### src/rtl/dwp_pkg.sv
// Types and constants shared by the dual-wheel position PID block.
`timescale 1ns / 1ps
`default_nettype none
package dwp_pkg;

  localparam int CFG_IDX_W  = 3;
  localparam int CFG_DATA_W = 39;

  localparam logic [CFG_IDX_W-1:0] REG_LEFT_PROP   = 3'd0;
  localparam logic [CFG_IDX_W-1:0] REG_LEFT_INTEG  = 3'd1;
  localparam logic [CFG_IDX_W-1:0] REG_LEFT_DERIV  = 3'd2;
  localparam logic [CFG_IDX_W-1:0] REG_RIGHT_PROP  = 3'd3;
  localparam logic [CFG_IDX_W-1:0] REG_RIGHT_INTEG = 3'd4;
  localparam logic [CFG_IDX_W-1:0] REG_RIGHT_DERIV = 3'd5;
  localparam logic [CFG_IDX_W-1:0] REG_INTEG_LIMIT = 3'd6;
  localparam logic [CFG_IDX_W-1:0] REG_MAX_RPM     = 3'd7;

  localparam logic CMD_START = 1'b0;
  localparam logic CMD_TICK  = 1'b1;

  typedef struct packed {
    logic               command;
    logic signed [31:0] target_left;
    logic signed [31:0] target_right;
    logic [14:0]        speed_limit;
    logic               pid_enable;
    logic signed [31:0] count_left;
    logic signed [31:0] count_right;
  } dwp_in_t;

  typedef struct packed {
    logic signed [15:0] drive_left;
    logic signed [15:0] drive_right;
    logic               reached_left;
    logic               reached_right;
    logic               move_done;
  } dwp_out_t;

  typedef struct packed {
    logic signed [31:0] prop;
    logic signed [31:0] integ;
    logic signed [31:0] deriv;
  } dwp_gain_t;

  typedef struct packed {
    logic signed [32:0] err;
    logic signed [39:0] integ;
    logic signed [33:0] diff;
  } dwp_opnd_t;

  typedef struct packed {
    logic               use_pid_l;
    logic               use_pid_r;
    logic signed [15:0] fixed_l;
    logic signed [15:0] fixed_r;
    logic [14:0]        speed_cap;
    logic               rl;
    logic               rr;
    logic               done;
  } dwp_ctl_t;

endpackage
`default_nettype wire

### src/rtl/dwp_state.sv
// Move state, reached tests and PID operand preparation for both wheels.
`timescale 1ns / 1ps
`default_nettype none
module dwp_state import dwp_pkg::*; (
  input  wire logic        clk,
  input  wire logic        rst_n,
  input  wire logic        ld,
  input  wire dwp_in_t     item,
  input  wire logic [38:0] integ_limit,
  output dwp_ctl_t         ctl_r,
  output dwp_opnd_t        opnd_l_r,
  output dwp_opnd_t        opnd_r_r
);

  logic signed [31:0] tgt_l_r, tgt_r_r;
  logic               fwd_l_r, fwd_r_r;
  logic [14:0]        cap_r;
  logic               mode_r;
  logic signed [39:0] integ_l_r, integ_r_r;
  logic signed [32:0] prev_l_r, prev_r_r;
  logic signed [15:0] drv_l_r, drv_r_r;
  logic signed [15:0] drv_l_nxt, drv_r_nxt;

  logic               is_tick, rl, rr, done, both_zero, pid_upd;
  logic signed [32:0] err_l, err_r;
  logic signed [39:0] i_l, i_r;
  logic signed [33:0] diff_l, diff_r;
  logic signed [40:0] lim;
  logic signed [15:0] cap_pos;
  logic signed [15:0] start_l, start_r;

  function automatic logic signed [39:0] clamp_integ(input logic signed [40:0] x,
                                                     input logic signed [40:0] m);
    logic signed [40:0] y;
    y = x;
    if (x > m) y = m;
    else if (x < -m) y = -m;
    return y[39:0];
  endfunction

  assign is_tick   = (item.command == CMD_TICK);
  assign rl        = fwd_l_r ? (tgt_l_r < item.count_left) : (tgt_l_r > item.count_left);
  assign rr        = fwd_r_r ? (tgt_r_r < item.count_right) : (tgt_r_r > item.count_right);
  assign done      = rl && rr;
  assign both_zero = (tgt_l_r == 32'sd0) && (tgt_r_r == 32'sd0);
  assign pid_upd   = is_tick && !done && !both_zero && mode_r;

  assign err_l  = {tgt_l_r[31], tgt_l_r} - {item.count_left[31], item.count_left};
  assign err_r  = {tgt_r_r[31], tgt_r_r} - {item.count_right[31], item.count_right};
  assign lim    = {2'b00, integ_limit};
  assign i_l    = clamp_integ({integ_l_r[39], integ_l_r} + {{8{err_l[32]}}, err_l}, lim);
  assign i_r    = clamp_integ({integ_r_r[39], integ_r_r} + {{8{err_r[32]}}, err_r}, lim);
  assign diff_l = {err_l[32], err_l} - {prev_l_r[32], prev_l_r};
  assign diff_r = {err_r[32], err_r} - {prev_r_r[32], prev_r_r};

  assign cap_pos = {1'b0, item.speed_limit};
  assign start_l = item.pid_enable ? 16'sd0 :
                   (item.target_left[31] ? -cap_pos : cap_pos);
  assign start_r = item.pid_enable ? 16'sd0 :
                   (item.target_right[31] ? -cap_pos : cap_pos);

  always_comb begin
    drv_l_nxt = drv_l_r;
    drv_r_nxt = drv_r_r;
    if (!is_tick) begin
      drv_l_nxt = start_l;
      drv_r_nxt = start_r;
    end else begin
      if (rl || (!done && both_zero)) drv_l_nxt = 16'sd0;
      if (rr || (!done && both_zero)) drv_r_nxt = 16'sd0;
    end
  end

  always_ff @(posedge clk) begin
    if (!rst_n) begin
      tgt_l_r   <= '0;
      tgt_r_r   <= '0;
      fwd_l_r   <= 1'b1;
      fwd_r_r   <= 1'b1;
      cap_r     <= '0;
      mode_r    <= 1'b0;
      integ_l_r <= '0;
      integ_r_r <= '0;
      prev_l_r  <= '0;
      prev_r_r  <= '0;
      drv_l_r   <= '0;
      drv_r_r   <= '0;
    end else if (ld) begin
      drv_l_r <= drv_l_nxt;
      drv_r_r <= drv_r_nxt;
      if (!is_tick) begin
        tgt_l_r   <= item.target_left;
        tgt_r_r   <= item.target_right;
        fwd_l_r   <= !item.target_left[31];
        fwd_r_r   <= !item.target_right[31];
        cap_r     <= item.speed_limit;
        mode_r    <= item.pid_enable;
        integ_l_r <= '0;
        integ_r_r <= '0;
        prev_l_r  <= '0;
        prev_r_r  <= '0;
      end else if (pid_upd) begin
        integ_l_r <= i_l;
        integ_r_r <= i_r;
        prev_l_r  <= err_l;
        prev_r_r  <= err_r;
      end
    end
  end

  always_ff @(posedge clk) begin
    if (ld) begin
      ctl_r.use_pid_l <= pid_upd && !rl;
      ctl_r.use_pid_r <= pid_upd && !rr;
      ctl_r.fixed_l   <= drv_l_nxt;
      ctl_r.fixed_r   <= drv_r_nxt;
      ctl_r.speed_cap <= cap_r;
      ctl_r.rl        <= is_tick && rl;
      ctl_r.rr        <= is_tick && rr;
      ctl_r.done      <= is_tick && done;
      opnd_l_r.err    <= err_l;
      opnd_l_r.integ  <= i_l;
      opnd_l_r.diff   <= diff_l;
      opnd_r_r.err    <= err_r;
      opnd_r_r.integ  <= i_r;
      opnd_r_r.diff   <= diff_r;
    end
  end

endmodule
`default_nettype wire

### config.mk
export PLATFORM = sky130hd
export DESIGN_NAME = dwp_state
export DESIGN_NICKNAME = d
export VERILOG_FILES = /design/src/rtl/dwp_pkg.sv /design/src/rtl/dwp_state.sv
export SDC_FILE = /design/constraint.sdc
export NUM_CORES = 2
export LEC_CHECK = 0
export BUFFER_PORTS_ARGS = -buffer_cell sky130_fd_sc_hd__buf_4
export CORE_ASPECT_RATIO = 2
export CORE_MARGIN = 10
export CORE_UTILIZATION = 50
export DETAILED_ROUTE_END_ITERATION = 6
export GPL_TIMING_DRIVEN = 0
export PLACE_DENSITY = 0.76
export SKIP_LAST_GASP = 1
export SLEW_MARGIN = 10
export SYNTH_ARGS = -nofsm -noshare
export SYNTH_HDL_FRONTEND = slang
export SYNTH_SLANG_ARGS = --single-unit
### constraint.sdc
create_clock -name clk -period 7.55 [get_ports clk]
set_input_delay 0.755 -clock clk [delete_from_list [all_inputs] [get_ports clk]]
set_output_delay 0.755 -clock clk [all_outputs]
set_load 0.1 [all_outputs]
### Word level (Yosys, flattened, before mapping)

Index checks and enable logic that the tools add are counted.

| storage, ports and cells | value |
|---|---|
| logic and storage cells | 89 |
| bits in registers | 526 |

| cells by class | value |
|---|---|
| bitwise operators | 1 |
| equality and inequality tests | 1 |
| reductions and logical operators | 23 |
| muxes and demuxes | 22 |
| $add $sub $neg | 8 |
| magnitude comparators | 8 |

Operators by type and width:

| kind | count |
|---|---|
| 40-bit 2-to-1 mux | 8 |
| 33-bit 2-to-1 mux | 4 |
| 16-bit 2-to-1 mux | 8 |
| 40-bit by 33-bit adder with 41-bit output | 2 |
| 41-bit by 40-bit greater-than comparator with 1-bit output | 2 |
| 41-bit less-than comparator | 2 |
| 33-bit by 33-bit subtractor with 34-bit output | 2 |
| 32-bit by 32-bit subtractor with 33-bit output | 2 |
| 32-bit greater-than comparator | 2 |
| 32-bit logical NOT | 2 |
| 32-bit less-than comparator | 2 |
| 39-bit negator with 41-bit output | 1 |
| 15-bit negator with 16-bit output | 1 |
| 1-bit logical AND | 11 |
| 1-bit logical NOT | 6 |
| 2-bit AND reduction | 2 |
| 1-bit logical OR | 2 |
| 1-bit 2-to-1 mux | 2 |
| 2-bit by 1-bit != test with 1-bit output, second input constant | 1 |
| 1-bit NOT | 1 |

### Longest topological paths before layout

| depth | value |
|---|---|
| depth in word-level cells | 9 |
| gate-level depth with buffers | 37 |
| depth with buffers taken out | 35 |

### Worst setup path before layout

OpenSTA, ideal clock, no wires.

| timing | value |
|---|---|
| kind | input-to-reg |
| start point | in item[32] (netlist name) |
| end point | reg integ_l_r[38] |
| arrival | 7.695 ns |
| required time | 7.433 ns |
| stages | 34 |
| path slack | -0.262 ns |
| buffers on the path | 2 |
| cell sequence | ha_1 > inv_1 > fa_1 > a21o_1 > a221oi_1 > a21oi_1 > a311oi_1 > o31a_1 > o21ai_0 > and2_1 > a41oi_1 > xnor2_1 > ha_1 > a21oi_1 > o221ai_1 > a21o_1 > a221oi_2 > o21ai_1 > a221o_1 > a21oi_1 > xnor2_1 > ha_1 > o21a_1 > a21oi_1 > o31ai_1 > a2111oi_0 > a21oi_1 > a2111oi_0 > a211o_1 > buf_2 > buf_4 > o21ai_0 > a22o_1 > a22o_1 |

| on the way | value |
|---|---|
| elaborated cells between the ends (all ways) | 18 |
| classes of those cells | add/sub (2); order compare (4); eq/ne (1); mux (5); reduce/logical (6) |

RTL lines:

| element | line | source |
|---|---|---|
| start: declaration | dwp_state.sv:8 | `input wire dwp_in_t item,` |
| 32-bit by 32-bit subtractor with 33-bit output (*) | dwp_state.sv:48 | `assign err_l = {tgt_l_r[31], tgt_l_r} - {item.count_left[31], item.count_left};` |
| named net err_l[28] | dwp_state.sv:25 | `logic signed [32:0] err_l, err_r;` |
| 40-bit by 33-bit adder with 41-bit output (*) | dwp_state.sv:51 | `assign i_l = clamp_integ({integ_l_r[39], integ_l_r} + {{8{err_l[32]}}, err_l}, lim);` |
| 41-bit less-than comparator | dwp_state.sv:37 | `else if (x < -m) y = -m;` |
| 40-bit 2-to-1 mux | dwp_state.sv:37 |  |
| 40-bit 2-to-1 mux (*) | dwp_state.sv:36 | `if (x > m) y = m;` |
| named net i_l[38] | dwp_state.sv:26 | `logic signed [39:0] i_l, i_r;` |
| 40-bit 2-to-1 mux (*) | dwp_state.sv:102 | `end else if (pid_upd) begin` |
| 40-bit 2-to-1 mux (*) | dwp_state.sv:91 | `if (!is_tick) begin` |
| end signal: assignment | dwp_state.sv:103 | `integ_l_r <= i_l;` |
| end: declaration | dwp_state.sv:19 | `logic signed [39:0] integ_l_r, integ_r_r;` |

Mark *: on every way through the listed nets, which the timed path passes. The rest lies on a longest branch. The select of a mux whose other input is x is not followed.
A chain may end at the register's enable or synchronous reset.

### Worst setup path after layout

| timing | value |
|---|---|
| start point | reg tgt_l_r[1] |
| end point | reg integ_l_r[18] |

| on the way | value |
|---|---|
| elaborated cells between the ends (all ways) | 21 |
| classes of those cells | add/sub (2); order compare (4); eq/ne (1); mux (5); reduce/logical (9) |

RTL lines:

| element | line | source |
|---|---|---|
| start: declaration | dwp_state.sv:15 | `logic signed [31:0] tgt_l_r, tgt_r_r;` |
| start signal: assignment | dwp_state.sv:92 | `tgt_l_r <= item.target_left;` |
| 32-bit by 32-bit subtractor with 33-bit output (*) | dwp_state.sv:48 |  |
| named net err_l[5] | dwp_state.sv:25 |  |
| 40-bit by 33-bit adder with 41-bit output (*) | dwp_state.sv:51 |  |
| 41-bit less-than comparator | dwp_state.sv:37 |  |
| 40-bit 2-to-1 mux | dwp_state.sv:37 |  |
| 40-bit 2-to-1 mux (*) | dwp_state.sv:36 |  |
| named net i_l[18] | dwp_state.sv:26 |  |
| 40-bit 2-to-1 mux (*) | dwp_state.sv:102 |  |
| 40-bit 2-to-1 mux (*) | dwp_state.sv:91 |  |

Marked as above.

==> impl_metrics.py <==
metrics = {
    "sta": {
        "rsz0062_at_grt": "yes",
        "setup_violations": 145,
        "finalCritPeriodShare_pct": 103.9,
        "clock.fmax_mhz": 127.4,
        "drv_slew": 0,
        "setup_ws_ns": -0.2976,
        "slew_headroom_pct": 4.501,
        "tightestPinTransition_ns": 1.419,
        "clock_skew_ns": 0.02768,
        "hold_viol": 0,
        "fin_crit_ns": 7.848,
    },
    "global_route": {
        "grt_pass1_wl_mm": 211.5,
        "antenna_found_initial": 8,
        "gr-usage-all-layers_pct": 34.31,
        "overflow": 0,
        "grt_max_degree": 99,
        "grt_pass1_vias": 33828,
    },
    "placement": {
        "place_congestion": 1.090,
        "hpwl_mm": 117.3,
        "port_buffers": 444,
        "placed_area_sq_um": 39710,
    },
    "setup_path": {
        "r2r-end": "integ_l_r[18]",
        "worstPathArrival_ns": 8.39,
        "critical_path.max_stage_delay_ns": 0.66,
        "path_class": "register to register",
        "cp-start-kind": "register",
        "required_ns": 8.09,
        "r2r.worst_path.cells": 31,
        "endpoint_kind": "register",
        "crit_slowest_cell": "xor2_2",
        "rr_startpoint": "tgt_l_r[1]",
        "regToRegSetupSlack_ns": -0.30,
        "path_max_fanout": 5,
    },
    "yosys": {
        "synthMuxAreaShare_pct": 0.9770,
        "synth_edf_count": 266,
        "yosys.area.top_type": "edfxtp_1",
        "synth-main-ff-cell": "edfxtp_1",
        "ys.warnings.count": 0,
        "synthesis.nets": 4496,
        "synth_compound_area_share_pct": 21.37,
        "synthAdderAreaFrac_pct": 13.64,
        "synthXorXnorAreaFrac_pct": 5.965,
        "synth_seq_cells": 526,
        "ys_types": 93,
        "synthTopCellsByCount": "468 x nand2_1, 373 x a21oi_1, 373 x ha_1, 273 x nor2_1, 266 x edfxtp_1",
        "synth_seq_area_share_pct": 37.60,
        "synth_area_leaders": "edfxtp_1 23%, dfxtp_1 15%, ha_1 13%",
        "synth_most_common_cell": "nand2_1",
        "synth_cells": 3930,
        "synth_area_sq_um": 35090,
        "async_flop_share_pct": 0,
        "synth-simple-area-share_pct": 15.80,
        "synth_top_family_by_area": "compound AO/OA/AOI/OAI gates",
        "avgSynthCellArea_sq_um": 8.929,
        "synth_top_area_share_pct": 22.76,
    },
    "finish": {
        "multiInputGateArea_sq_um": 23660,
        "finalInstanceArea_sq_um": 46470,
        "antennaDiodeCount": 0,
        "drive_above_1_share_pct": 25.47,
        "final_nets": 5117,
        "fillers": 5668,
        "final_util_pct": 66.77,
        "seqCellArea_sq_um": 13210,
        "area_growth_syn_to_layout_pct": 32.43,
    },
    "power_and_ir_drop": {
        "totalPowerFinal_uw": 12040,
        "worst_ir_drop_vdd_mv": 0.2466,
        "power_leakage_uw": 0.02010,
        "power_density_nw_per_um2": 259.0,
    },
    "drt": {
        "avgViaCountPerCell": 6.135,
        "dr.pass1.iters": 6,
        "ant_nets": 0,
        "drt_iter0_drc": 2072,
        "route.vias.total": 33699,
        "wire_per_inst_um": 27.45,
        "drt-total-wl_mm": 150.8,
        "drc": 0,
    },
    "run": {
        "maxCapViolCount": 0,
    },
    "clocking": {
        "clock-sinks": 526,
        "cts_max_level": 2,
        "tritoncts": "built",
        "clk_latency_ns": 0.66,
        "cts_buffers": 47,
        "cts-root-buf": "clkbuf_16",
        "clkSlewWorstSetupHoldPaths_ns": 0.07,
        "clockBufferDepth": 3,
    },
    "floorplanning": {
        "start_util_pct": 50.42,
        "ioPinCount": 453,
        "rows": 137,
        "design.die.area_sq_um": 81820,
        "die_h_um": 394.6,
        "die_w_um": 207.3,
        "core-area_sq_um": 69590,
    },
    "worst_hold_path": {
        "min_to": "tgt_r_r[2]",
        "min_from": "item[82]",
        "holdPathStages": 3,
        "hold_class": "input pin to register",
    },
    "run_status": {
        "status": "complete, but fails checks",
        "violations": "setup timing",
    },
}
kinds of logic after synthesis:
group,count (synthesis)
DFF,526
buffers and inverters,414
muxes,32
and+or+nand+nor,1193
adders and majority gates,379
xor gates and xnor gates,239
AOI/OAI and AO/OA,1147
report_power, final:
group | total [uW] | switching, uW | internal (uW) | leakage [uW]
registers | 3490 | 114 | 3370 | 0.00475
logic | 5850 | 4090 | 1760 | 0.0145
clock network | 2690 | 1200 | 1500 | 0.000838
worst max-delay path by stage:
stage                           from            end  cells after the start
after floorplan             item[32]   opnd_l_r[61]                     34
after CTS                 tgt_r_r[0]   integ_r_r[6]                     37
final                     tgt_l_r[1]  integ_l_r[18]                     31
after global routing      tgt_l_r[1]   integ_l_r[2]                     33
after detailed placement    item[38]   opnd_l_r[52]                     31
after global placement      item[38]   opnd_l_r[52]                     31
placed cells by master (no fill, tap or decap), types with 92 or more instances in the layout:
cell type / netlist / final
xnor2_1: 160 / 110
edfxtp_1: 266 / 266
a21oi_1: 373 / 316
inv_1: 257 / 252
a21o_1: 129 / 129
ha_1: 373 / 332
o21ai_0: 162 / 126
buf_4: 10 / 545
clkbuf_1: 111 / 92
dfxtp_1: 260 / 254
nor2_1: 273 / 256
nand2_1: 468 / 436
registers in the layout (all words and copies together) (netlist names):
| name | count |
|---|---|
| tgt_r_r | 32 |
| integ_r_r | 40 |
| drv_r_r | 16 |
| prev_l_r | 33 |
| tgt_l_r | 32 |
| opnd_l_r | 107 |
| ctl_r | 52 |
| fwd_r_r | 1 |
| fwd_l_r | 1 |
| integ_l_r | 40 |
| prev_r_r | 33 |
| cap_r | 15 |
| mode_r | 1 |
| drv_l_r | 16 |
| opnd_r_r | 107 |
metal layers:
layer	wire length, um	vias up	global-route usage (%)
met5	113	-	0
met4	16940	16	29.94
met3	11740	596	8.551
met2	74200	1570	61.42
met1	47810	16012	31.89
li1	-	15505	-
worst max-delay path, delay by kind of cell (launching register included):
kind / cells / cell delay [ns]
AO/OA/AOI/OAI: 19 / 4.59
adder cells (fa/ha/maj): 3 / 0.86
XOR/XNOR: 2 / 0.82
buffers and inverters: 4 / 0.60
flip-flops: 1 / 0.43
AND/OR/NAND/NOR: 3 / 0.39
cell type report:
type	count	share of cell area (%)
repair buffers	583	10.47
plain buffers	145	2.006
clock buffers	57	2.730
multi-input cells	2990	50.92
inverters	258	2.130
clock inverters	31	0.8993
flip-flops and latches	526	28.42
well taps	903	2.431
repair_timing:
action,in CTS,in global routing
pin swaps,94,110
setup endpoints to repair,160,160
endpoints found under the hold margin,0,0
hold buffers,0,0
gates cloned,3,9
gates resized for setup,419,348
buffers inserted,77,53
through the flow:
stage               TNS (ns)  worst slack, ns  hold slack (ns)  cells
floorplan                  0          0.01821           0.4081   3930
global placement     -509.80           -4.391           0.4106   5277
detailed placement   -471.06           -3.960           0.4175   5279
CTS                  -0.1477         -0.04504           0.3325   5438
global route          -28.23          -0.3986           0.3473   5493
finish                -17.56          -0.2976           0.3428   5493
Note: power is estimated with default switching activity, not from simulation.
